--- config.mk ---
export PLATFORM = sky130hd
export DESIGN_NAME = hvfc_div
export DESIGN_NICKNAME = d
export VERILOG_FILES = /design/src/rtl/hvfc_div.sv
export SDC_FILE = /design/constraint.sdc
export NUM_CORES = 2
export LEC_CHECK = 0
export ABC_AREA = 0
export BUFFER_PORTS_ARGS = -buffer_cell sky130_fd_sc_hd__buf_2
export CORE_ASPECT_RATIO = 0.6
export CORE_MARGIN = 2
export CORE_UTILIZATION = 58
export CTS_BUF_LIST = sky130_fd_sc_hd__clkbuf_4 sky130_fd_sc_hd__clkbuf_8
export DETAILED_ROUTE_END_ITERATION = 12
export GPL_TIMING_DRIVEN = 1
export PLACE_DENSITY = 0.84
export SETUP_SLACK_MARGIN = 0.5
export SLEW_MARGIN = 20
export SYNTH_ARGS = -nofsm -noshare
export SYNTH_HDL_FRONTEND = slang
export SYNTH_SLANG_ARGS = --single-unit
--- constraint.sdc ---
create_clock -name clk_i -period 7.19 [get_ports clk_i]
set_input_delay 0.719 -clock clk_i [delete_from_list [all_inputs] [get_ports clk_i]]
set_output_delay 0.719 -clock clk_i [all_outputs]
set_load 0.03 [all_outputs]
--- src/rtl/hvfc_div.sv ---
// Pipelined restoring divider, one quotient bit per stage.
module hvfc_div #(
  parameter int unsigned DEN_W = 32,
  parameter int unsigned QUO_W = 31
) (
  input  logic                   clk_i,
  input  logic                   en_i,
  input  logic [DEN_W+QUO_W-1:0] num_i,
  input  logic [DEN_W-1:0]       den_i,
  output logic [QUO_W-1:0]       quo_o
);

  logic [DEN_W-1:0] rem_q [QUO_W];
  logic [QUO_W-1:0] low_q [QUO_W];
  logic [QUO_W-1:0] quo_q [QUO_W];
  logic [DEN_W-1:0] den_q [QUO_W];

  logic [DEN_W-1:0] src_rem [QUO_W];
  logic [QUO_W-1:0] src_low [QUO_W];
  logic [QUO_W-1:0] src_quo [QUO_W];
  logic [DEN_W-1:0] src_den [QUO_W];
  logic [DEN_W:0]   trial_w [QUO_W];
  logic             ge_w    [QUO_W];

  always_comb begin
    for (int k = 0; k < QUO_W; k++) begin
      if (k == 0) begin
        src_rem[k] = num_i[DEN_W+QUO_W-1:QUO_W];
        src_low[k] = num_i[QUO_W-1:0];
        src_quo[k] = '0;
        src_den[k] = den_i;
      end else begin
        src_rem[k] = rem_q[k-1];
        src_low[k] = low_q[k-1];
        src_quo[k] = quo_q[k-1];
        src_den[k] = den_q[k-1];
      end
      trial_w[k] = {src_rem[k], src_low[k][QUO_W-1]};
      ge_w[k]    = trial_w[k] >= {1'b0, src_den[k]};
    end
  end

  always_ff @(posedge clk_i) begin
    if (en_i) begin
      for (int k = 0; k < QUO_W; k++) begin
        rem_q[k] <= ge_w[k] ? DEN_W'(trial_w[k] - {1'b0, src_den[k]}) : DEN_W'(trial_w[k]);
        low_q[k] <= src_low[k] << 1;
        quo_q[k] <= {src_quo[k][QUO_W-2:0], ge_w[k]};
        den_q[k] <= src_den[k];
      end
    end
  end

  assign quo_o = quo_q[QUO_W-1];

endmodule

==> impl_metrics.tcl <==
set metrics [dict create \
    run_status "complete, no violations" \
    numPortBuffers 127 \
    clock-sinks 2881 \
    synth-simple-area-share 0.08145 \
    maxSlewHeadroom 0.1992 \
    clk_pin_slew_ns 0.07 \
    cp_max_fo 18 \
    die_x_um 665.6 \
    routed_wl_mm 349.3 \
    avgSynthCellArea_um2 11.96 \
    synth_mux_area_frac 0.04065 \
    finalCriticalPeriod_ns 4.695 \
    grt_first_pass_wirelength_mm 539.3 \
    synthCells 12740 \
    synthArstFlopShare 0 \
    final_cell_mix "2881 x edfxtp_1, 1328 x inv_1, 992 x ha_1" \
    tightest_slew_ns 1.186 \
    syn-num-nets 13860 \
    crit_type "flop to flop" \
    critPathLaunchType "flop" \
    drtIter0Drc 13090 \
    grt_overflow_total 0 \
    p_int_mw 46.55 \
    hold_viol 0 \
    initial_utilization 0.5843 \
    hpwl_mm 251.6 \
    synth_top_family_by_area "compound AO/OA/AOI/OAI gates" \
    track_usage 0.2547 \
    nets 14210 \
    seq_power_share 0.357 \
    max_stage_delay_ns 0.77 \
    die_area_um2 266900 \
    antenna_found_initial 10 \
    drive_above_1_share 0.1070 \
    h-tree-depth 5 \
    ant_nets 0 \
    rsz0062_at_grt "no" \
    worstPathArrival_ns 5.45 \
    yosysSeqAreaShare 0.5680 \
    critPathSlowestCell "o21a_1" \
    ctsResizeCount 0 \
    vias 101800 \
    worst-path-buf-inv 2 \
    post-cts-setup-buffers 0 \
    post-route-drc-count 0 \
    synth_compound_gate_area_share 0.1361 \
    core-area_um2 260700 \
    synthXorXnorAreaFrac 0.04439 \
    cts_root_buf "clkbuf_8" \
    crit_required_ns 7.95 \
    end_kind "flop" \
    power_switching_mw 29.27 \
    crit_family "compound AO/OA/AOI/OAI gates" \
    p_clk_frac 0.177 \
    slew_violations 0 \
    grt_max_degree 178 \
    p_leak_nw 67.57 \
    row_count 145 \
    clock.fmax_mhz 213.0 \
    p_per_area_nw_per_um2 457.2 \
    hold_class "input port to flop" \
    synth_area_um2 152300 \
    clock_latency_ns 1.06 \
    worstPathCellList "inv_1 > ha_1 > nor2b_1 > o31a_1 > o311ai_1 > nand3_1 > a221oi_2 > o21ai_1 > a41o_1 > a31oi_4 > o21a_1 > buf_4 > mux2_2" \
    layout_commonest_cell "edfxtp_1" \
    cts_tree "yes" \
    gp_congestion 0.9956 \
    dr.pass1.iters 8 \
    synth-adder-area-share 0.08543 \
    final_util 0.6361 \
    synth_cell_type_count 102 \
    ys_ff_latch 2881 \
    cts_hold_buf 92 \
    setup_viol 0 \
    switching_share 0.3861 \
    synth_edf_count 2881 \
    period_share 0.6530 \
    max-cap-violations 0 \
    grt_pass1_vias 95300 \
    die_y_um 401.0 \
    cts_buffers 418 \
    clk_path_buf_depth 4 \
    comb_power_share 0.466 \
    yosysWarnings 0 \
    ioPinCount 128 \
    wl_per_cell_um 20.67 \
    peakVddDrop_uv 220.3 \
    vias_per_cell 6.025 \
    synthToLayoutAreaGrowth_pct 8.876 \
    ys.flop_type "edfxtp_1" \
    skew_ns 0.07223 \
    setup-tns-final_ns 0 \
    p_total_mw 75.82 \
]
## synth_stat cells, types with 51 or more instances
master | number | area, um2
o21bai_1 | 121 | 908.4
a31oi_1 | 111 | 694.4
ha_1 | 992 | 12410
nor3_1 | 144 | 720.7
xor2_1 | 274 | 2400
buf_2 | 59 | 295.3
inv_1 | 1328 | 4985
and3_1 | 102 | 638.1
a21o_1 | 561 | 4212
nand4_1 | 193 | 1207
a211oi_1 | 82 | 615.6
or2_2 | 51 | 319.1
mux2_4 | 75 | 1126
xnor2_1 | 498 | 4362
a21boi_0 | 51 | 382.9
nand2_1 | 817 | 3067
o21a_1 | 116 | 870.8
edfxtp_1 | 2881 | 86510
nand2b_1 | 111 | 694.4
nor2b_1 | 128 | 800.8
nor2_1 | 674 | 2530
clkbuf_1 | 232 | 870.8
nand3_1 | 191 | 955.9
o211ai_1 | 61 | 457.9
o31ai_1 | 96 | 720.7
mux2_2 | 387 | 4358
o21ai_0 | 698 | 3493
a21oi_1 | 922 | 4614
## power by group through the flow
stage / Clock, mW / Combinational, mW / Sequential (mW)
2_1_floorplan: 0 / 26.8 / 25.8
3_3_place_gp: 0 / 33.2 / 27.2
3_5_place_dp: 0 / 34.2 / 27.3
4_1_cts: 13.7 / 34.5 / 27.0
5_1_grt: 14.4 / 38.7 / 27.3
6_report: 13.5 / 35.3 / 27.1
## layout make-up
| cell class | count | area, um2 |
|---|---|---|
| Antenna cell | 7 | 17.52 |
| Clock buffer | 545 | 6756 |
| Clock inverter | 219 | 1582 |
| Fill cell | 19120 | 94860 |
| Inverter | 1331 | 4996 |
| Multi-Input combinational cell | 8171 | 59360 |
| Sequential cell | 2881 | 86510 |
| Tap cell | 3454 | 4322 |
| Timing Repair Buffer | 289 | 2296 |
## cells by family after synthesis
kind of cell,Yosys count
compound gates,3229
simple gates,2618
fa+ha+maj,1022
buf+inv,1689
mux,530
flops,2881
xor+xnor,772
## flip-flops by register name, summed over array words and instances (netlist names)
signal  flops
low_q     465
rem_q     960
quo_q     496
den_q     960
## worst register-to-register path, delay by kind of cell, from the launching register on
kind / cells / cell delay [ns]
AOI/OAI and AO/OA: 7 / 2.54
adders and majority gates: 1 / 0.31
buffers and inverters: 2 / 0.47
DFF: 1 / 0.40
muxes: 1 / 0.37
and+or+nand+nor: 2 / 0.34
## metrics by stage
| stage | instances | area (um2) | hold slack, ns | setup slack [ns] |
|---|---|---|---|---|
| after floorplan | 12740 | 152300 | 0.4003 | 3.562 |
| after global placement | 16030 | 156500 | 0.4004 | 2.701 |
| after detailed placement | 16030 | 156600 | 0.4045 | 2.550 |
| after CTS | 16890 | 165800 | 0.01994 | 2.501 |
| after global routing | 16890 | 165800 | 0.04775 | 2.264 |
| final | 16900 | 165800 | 0.1267 | 2.495 |
## path summary, 6_finish.rpt
kind            startpoint            end  slack (ns)  cells after the start
max reg2reg  den_q[0][385]  rem_q[0][419]        2.50                     13
min              num_i[30]    rem_q[0][0]        0.13                      3
max          den_q[0][385]  rem_q[0][419]        2.50                     13
min reg2reg  low_q[0][115]  low_q[0][146]        0.38                      0
## routing by layer
layer,GRT usage,wire (um),vias to the layer above
li1,-,-,47800
met1,0.3832,155200,48660
met2,0.3548,144300,4734
met3,0.08246,41760,603
met4,0.06394,7846,6
met5,0.004282,191,-
Power figures use the tool's default switching activity.
