File: config.mk
export PLATFORM = sky130hd
export DESIGN_NAME = hvfc_sqrt
export DESIGN_NICKNAME = d
export VERILOG_FILES = /design/src/rtl/hvfc_pkg.sv /design/src/rtl/hvfc_sqrt.sv
export SDC_FILE = /design/constraint.sdc
export NUM_CORES = 2
export LEC_CHECK = 0
export BUFFER_PORTS_ARGS = -buffer_cell sky130_fd_sc_hd__buf_2
export CAP_MARGIN = 40
export CELL_PAD_IN_SITES_DETAIL_PLACEMENT = 0
export CELL_PAD_IN_SITES_GLOBAL_PLACEMENT = 2
export CORE_ASPECT_RATIO = 0.8
export CORE_MARGIN = 2
export CORE_UTILIZATION = 25
export CTS_BUF_LIST = sky130_fd_sc_hd__clkbuf_16
export DETAILED_ROUTE_END_ITERATION = 7
export PLACE_DENSITY = 0.5
export SLEW_MARGIN = 25
export SYNTH_ARGS = -nofsm -noshare
export SYNTH_HDL_FRONTEND = slang
export SYNTH_MEMORY_MAX_BITS = 65536
export SYNTH_SLANG_ARGS = --single-unit
File: constraint.sdc
create_clock -name clk_i -period 3.22 [get_ports clk_i]
set_clock_uncertainty 0.15 [all_clocks]
set_input_delay 0.161 -clock clk_i [delete_from_list [all_inputs] [get_ports clk_i]]
set_output_delay 0.161 -clock clk_i [all_outputs]
set_load 0.01 [all_outputs]
File: src/rtl/hvfc_pkg.sv
// Shared types, constants and rounding and saturation helpers for the horizontal velocity force controller.
package hvfc_pkg;

  localparam int unsigned FracBits = 16;
  localparam int unsigned CmdFrac  = 15;
  localparam int unsigned DataW    = 32;
  localparam int unsigned RegW     = 31;
  localparam int unsigned CfgIdxW  = 3;

  localparam int unsigned ForceLat = 8;
  localparam int unsigned RootW    = 32;
  localparam int unsigned LimQuoW  = 31;
  localparam int unsigned AccQuoW  = 32;
  localparam int unsigned MassLat  = ForceLat + RootW + LimQuoW;
  localparam int unsigned VldDepth = MassLat + 1 + AccQuoW;

  localparam logic [RegW-1:0] MassOne = RegW'(1) << FracBits;

  localparam logic [RegW-1:0] MaxSpeedRst     = 31'd39321600;
  localparam logic [RegW-1:0] VelocityGainRst = 31'd655360;
  localparam logic [RegW-1:0] DampingGainRst  = 31'd0;
  localparam logic [RegW-1:0] AirFactorRst    = 31'd19661;
  localparam logic [RegW-1:0] ForceLimitRst   = 31'h7FFF_FFFF;

  typedef enum logic [CfgIdxW-1:0] {
    RegMaxSpeed     = 3'd0,
    RegVelocityGain = 3'd1,
    RegDampingGain  = 3'd2,
    RegAirFactor    = 3'd3,
    RegForceLimit   = 3'd4
  } cfg_reg_e;

  typedef struct packed {
    logic [RegW-1:0] max_speed;
    logic [RegW-1:0] velocity_gain;
    logic [RegW-1:0] damping_gain;
    logic [RegW-1:0] air_factor;
    logic [RegW-1:0] force_limit;
  } gains_t;

  function automatic logic [63:0] round_shift(input logic [63:0] p, input int unsigned s);
    round_shift = (p + (64'd1 << (s - 1))) >> s;
  endfunction

  function automatic logic signed [31:0] sat_sm(input logic neg, input logic [63:0] mag);
    logic signed [31:0] r;
    if (neg) begin
      r = (mag >= 64'h8000_0000) ? 32'sh8000_0000 : -$signed(mag[31:0]);
    end else begin
      r = (mag > 64'h7FFF_FFFF) ? 32'sh7FFF_FFFF : $signed(mag[31:0]);
    end
    return r;
  endfunction

  function automatic logic signed [31:0] sat_s(input logic signed [64:0] v);
    logic signed [31:0] r;
    if (v > 65'sh0_7FFF_FFFF) begin
      r = 32'sh7FFF_FFFF;
    end else if (v < -65'sh0_8000_0000) begin
      r = 32'sh8000_0000;
    end else begin
      r = $signed(v[31:0]);
    end
    return r;
  endfunction

endpackage

File: src/rtl/hvfc_sqrt.sv
// Pipelined integer square root, one result bit per stage.
module hvfc_sqrt (
  input  logic                         clk_i,
  input  logic                         en_i,
  input  logic [2*hvfc_pkg::RootW-1:0] rad_i,
  output logic [hvfc_pkg::RootW-1:0]   root_o
);

  localparam int unsigned Steps = hvfc_pkg::RootW;
  localparam int unsigned RadW  = 2 * Steps;
  localparam int unsigned RemW  = Steps + 2;
  localparam int unsigned CatW  = RemW + 2;

  logic [RemW-1:0]  rem_q  [Steps];
  logic [Steps-1:0] root_q [Steps];
  logic [RadW-1:0]  rad_q  [Steps];

  logic [RemW-1:0]  src_rem  [Steps];
  logic [Steps-1:0] src_root [Steps];
  logic [RadW-1:0]  src_rad  [Steps];
  logic [CatW-1:0]  cat_w    [Steps];
  logic [CatW-1:0]  trial_w  [Steps];
  logic             ge_w     [Steps];

  always_comb begin
    for (int k = 0; k < Steps; k++) begin
      if (k == 0) begin
        src_rem[k]  = '0;
        src_root[k] = '0;
        src_rad[k]  = rad_i;
      end else begin
        src_rem[k]  = rem_q[k-1];
        src_root[k] = root_q[k-1];
        src_rad[k]  = rad_q[k-1];
      end
      cat_w[k]   = {src_rem[k], src_rad[k][RadW-1:RadW-2]};
      trial_w[k] = {2'b00, src_root[k], 2'b01};
      ge_w[k]    = cat_w[k] >= trial_w[k];
    end
  end

  always_ff @(posedge clk_i) begin
    if (en_i) begin
      for (int k = 0; k < Steps; k++) begin
        rem_q[k]  <= ge_w[k] ? RemW'(cat_w[k] - trial_w[k]) : RemW'(cat_w[k]);
        root_q[k] <= {src_root[k][Steps-2:0], ge_w[k]};
        rad_q[k]  <= src_rad[k] << 2;
      end
    end
  end

  assign root_o = root_q[Steps-1];

endmodule

==> run summary <==
status -> finished, violations left
failing checks -> setup timing
Total Wirelength -> 317 mm
Netlist Area Pre-Place -> 118000 µm²
Synth top area share -> 64.4%
GR Overflow Total -> 0
DIE AREA -> 476000 µm²
antenna violations before repair -> 22
setup ws final -> -0.342 ns
Hold Crit Class -> in2reg
clk_lat worst skew -> 0.94 ns
deepest clock path buffer count -> 4
crit-path most repeated cell -> or4_4
core area -> 469000 µm²
vias per cell -> 4.38
share of layout cells above drive strength 1 -> 28.8%
r2r setup slk -> -0.34 ns
setup TNS -> -12.01 ns
max_slew headroom -> 47.3%
Initial Utilization -> 25.1%
CTS tree -> yes
Fmax -> 281 MHz
Final HPWL DP -> 230 mm
Max VDD drop -> 0.413 mV
Comb power frac -> 26.2%
Clock power frac -> 32.0%
CTS root buffer -> clkbuf_16
Synth area leaders -> edfxtp_1, ha_1, xor2_1
htree depth -> 5
Placer Congestion -> 0.797
gate count of the mapped netlist -> 9155
maxcap violations -> 0
CTS Buf Count -> 297
syn avg cell area -> 12.9 µm²
Area Overhead vs Synth -> 34.4%
synth unique cells -> 93
count of final hold-check violations -> 0
Die Wd -> 771 µm
RSZ-0062 raised after global routing -> yes
Total GRT Usage -> 12.7%
sequential share of the synthesized area -> 64.4%
per-cell routed wire length -> 17.7 µm
pin count of the biggest net entering global routing -> 101
via count -> 78300
Die Ht -> 618 µm
min Tclk post-route -> 3.56 ns
Slew @ Worst Pin -> 0.784 ns
First DRT Iteration DRCs -> 4822
Ys Warns -> 0
PwrDens -> 676 nW/µm²
sequential share of power -> 41.8%
Max stage delay cell, worst path -> or4_4
fin nets -> 12000
P_sw -> 0.0321 W
CP bufs+invs -> 1
Hold WS -> 0.143 ns
DRT Pass-1 Iters -> 5
Clock Sinks -> 2523
Critical Path, Cell by Cell -> or4_4 -> or4_4 -> or4_4 -> or2_4 -> nor4b_4 -> o211ai_4 -> buf_12 -> mux2_4
Synth async-reset ratio -> 0%
Post-synth top flop -> edfxtp_1
Routed Antenna Nets -> 0
Leak -> 61.3 nW
final setup vio count -> 88
vias in the first global route -> 79100
Worst setup EP type -> flip-flop
# rows -> 225
CP max FO -> 11
CP Data Required Time -> 3.72 ns
clk slew on worst S/H paths -> 0.06 ns
highest cell delay on the worst timing path -> 0.55 ns
CP arrival -> 4.06 ns
# IOs -> 98
Post-synth EDFFs -> 2523
first-pass GRT wire length -> 477 mm
crit share post-route -> 111%
CP delay by family, top -> simple AND/OR/NAND/NOR gates
# port buffers -> 97
Power Internal -> 0.0749 W
final slew viol count -> 0
syn nets -> 9783
Synth area leader -> edfxtp_1
Setup crit start kind -> flip-flop
# DRC -> 0
sw frac -> 30.0%
flops & latches, synth -> 2523
crit path kind -> reg2reg
-- logic make-up (layout without fill, tap and decap cells) --
kind of cell	count (synthesis)	after routing	share of synthesized area [%]
mux	73	73	0.687
other cells	1	6	0.00319
flops	2523	2523	64.4
xor+xnor	862	862	6.42
simple gates	2362	2364	9.90
compound gates	1847	1848	9.57
buf+inv	925	3409	3.07
fa+ha+maj	562	562	5.98
-- synthesized netlist by cell type, types with 12 or more instances --
| cell type | count |
|---|---|
| a2111oi_0 | 14 |
| a211o_1 | 21 |
| a211oi_1 | 48 |
| a21boi_0 | 13 |
| a21o_1 | 202 |
| a21oi_1 | 566 |
| a31oi_1 | 44 |
| a41oi_1 | 12 |
| and2_1 | 35 |
| and3_1 | 41 |
| and4_1 | 15 |
| buf_4 | 34 |
| clkbuf_1 | 154 |
| edfxtp_1 | 2523 |
| ha_1 | 562 |
| inv_1 | 706 |
| inv_2 | 15 |
| mux2_1 | 41 |
| mux2_2 | 21 |
| nand2_1 | 681 |
| nand2b_1 | 117 |
| nand3_1 | 144 |
| nand3b_1 | 25 |
| nand4_1 | 105 |
| nor2_1 | 502 |
| nor2b_1 | 77 |
| nor3_1 | 247 |
| nor3b_1 | 14 |
| nor4_1 | 130 |
| nor4b_1 | 15 |
| o211ai_1 | 38 |
| o21a_1 | 88 |
| o21ai_0 | 339 |
| o21ai_1 | 223 |
| o21bai_1 | 48 |
| o22ai_1 | 12 |
| o31ai_1 | 52 |
| o41ai_1 | 12 |
| or2_1 | 14 |
| or2_2 | 29 |
| or3_1 | 78 |
| or4_1 | 56 |
| xnor2_1 | 397 |
| xor2_1 | 465 |
-- state kept, by name (all words and copies together) (netlist names) --
register and flops:
rad_q 992, rem_q 1003, root_q 528
-- cell usage in the layout (no fill, tap or decap), types with 180 or more instances in the layout --
cell type and n:
clkbuf_16 313, a21oi_1 479, nor2_1 453, a21o_1 202
inv_1 742, buf_4 1740, nor3_1 180, edfxtp_1 2523
ha_1 470, xnor2_1 387, o21ai_0 280, nand2_1 637
o21ai_1 181, xor2_1 458
-- per-stage QoR --
stage | cells | util (%) | power, W | area (µm²) | setup WS [ns]
6_report | 17900 | 33.7 | 0.107 | 158000 | -0.342
5_1_grt | 17900 | 33.7 | 0.113 | 158000 | -0.415
4_1_cts | 17700 | 32.7 | 0.107 | 153000 | -0.326
3_5_place_dp | 17000 | 29.5 | 0.0701 | 139000 | -0.410
3_3_place_gp | 16900 | 29.5 | 0.0702 | 139000 | -0.547
2_1_floorplan | 9155 | - | 0.0579 | 118000 | -0.173
-- metal layers --
layer,track usage [%],vias to the layer above,part of all wire [%]
li1,-,38400,-
met1,18.7,38300,50
met2,19.7,1171,44
met3,1.80,430,3.8
met4,3.20,2,2.4
met5,0,-,0.0063
-- area by class of cell --
class / count / area [µm²]
inverters: 721 / 2730
diodes: 5 / 12.5
flip-flops and latches: 2523 / 75800
clock buffers: 299 / 7480
clock inverters: 239 / 2400
fillers: 46600 / 311000
well taps: 6242 / 7810
multi-input cells: 5710 / 44000
repair buffers: 2150 / 18000
-- power by group through the flow --
| stage | Clock (W) | Combinational [W] | Sequential, W |
|---|---|---|---|
| 6_report | 0.0343 | 0.0280 | 0.0447 |
| 5_1_grt | 0.0369 | 0.0310 | 0.0452 |
| 4_1_cts | 0.0358 | 0.0263 | 0.0448 |
| 3_5_place_dp | 0 | 0.0247 | 0.0453 |
| 3_3_place_gp | 0 | 0.0248 | 0.0454 |
| 2_1_floorplan | 0 | 0.0141 | 0.0437 |
-- repair_timing --
action | in CTS | in global routing
gates cloned | 11 | 17
resized for setup | 504 | 709
endpoints found under the setup margin | 595 | 732
endpoints found under the hold margin | 1253 | 0
hold buffers | 130 | 0
pin swaps | 150 | 301
buffers inserted | 97 | 168
-- worst register-to-register path, cell delays in order, from the launching register on --
cell      delay, ns
edfxtp_1       0.39
or4_4          0.55
or4_4          0.44
or4_4          0.50
or2_4          0.27
nor4b_4        0.31
o211ai_4       0.19
buf_12         0.19
mux2_4         0.30
-- worst paths after layout --
| path | start | endpoint | depth (start not counted) |
|---|---|---|---|
| min | en_i | rad_q[0][95] | 2 |
| max | rem_q[0][431] | rem_q[0][451] | 8 |
| min reg2reg | rad_q[0][907] | rad_q[0][971] | 0 |
| max reg2reg | rem_q[0][431] | rem_q[0][451] | 8 |
(Power assumes the default switching activity.)
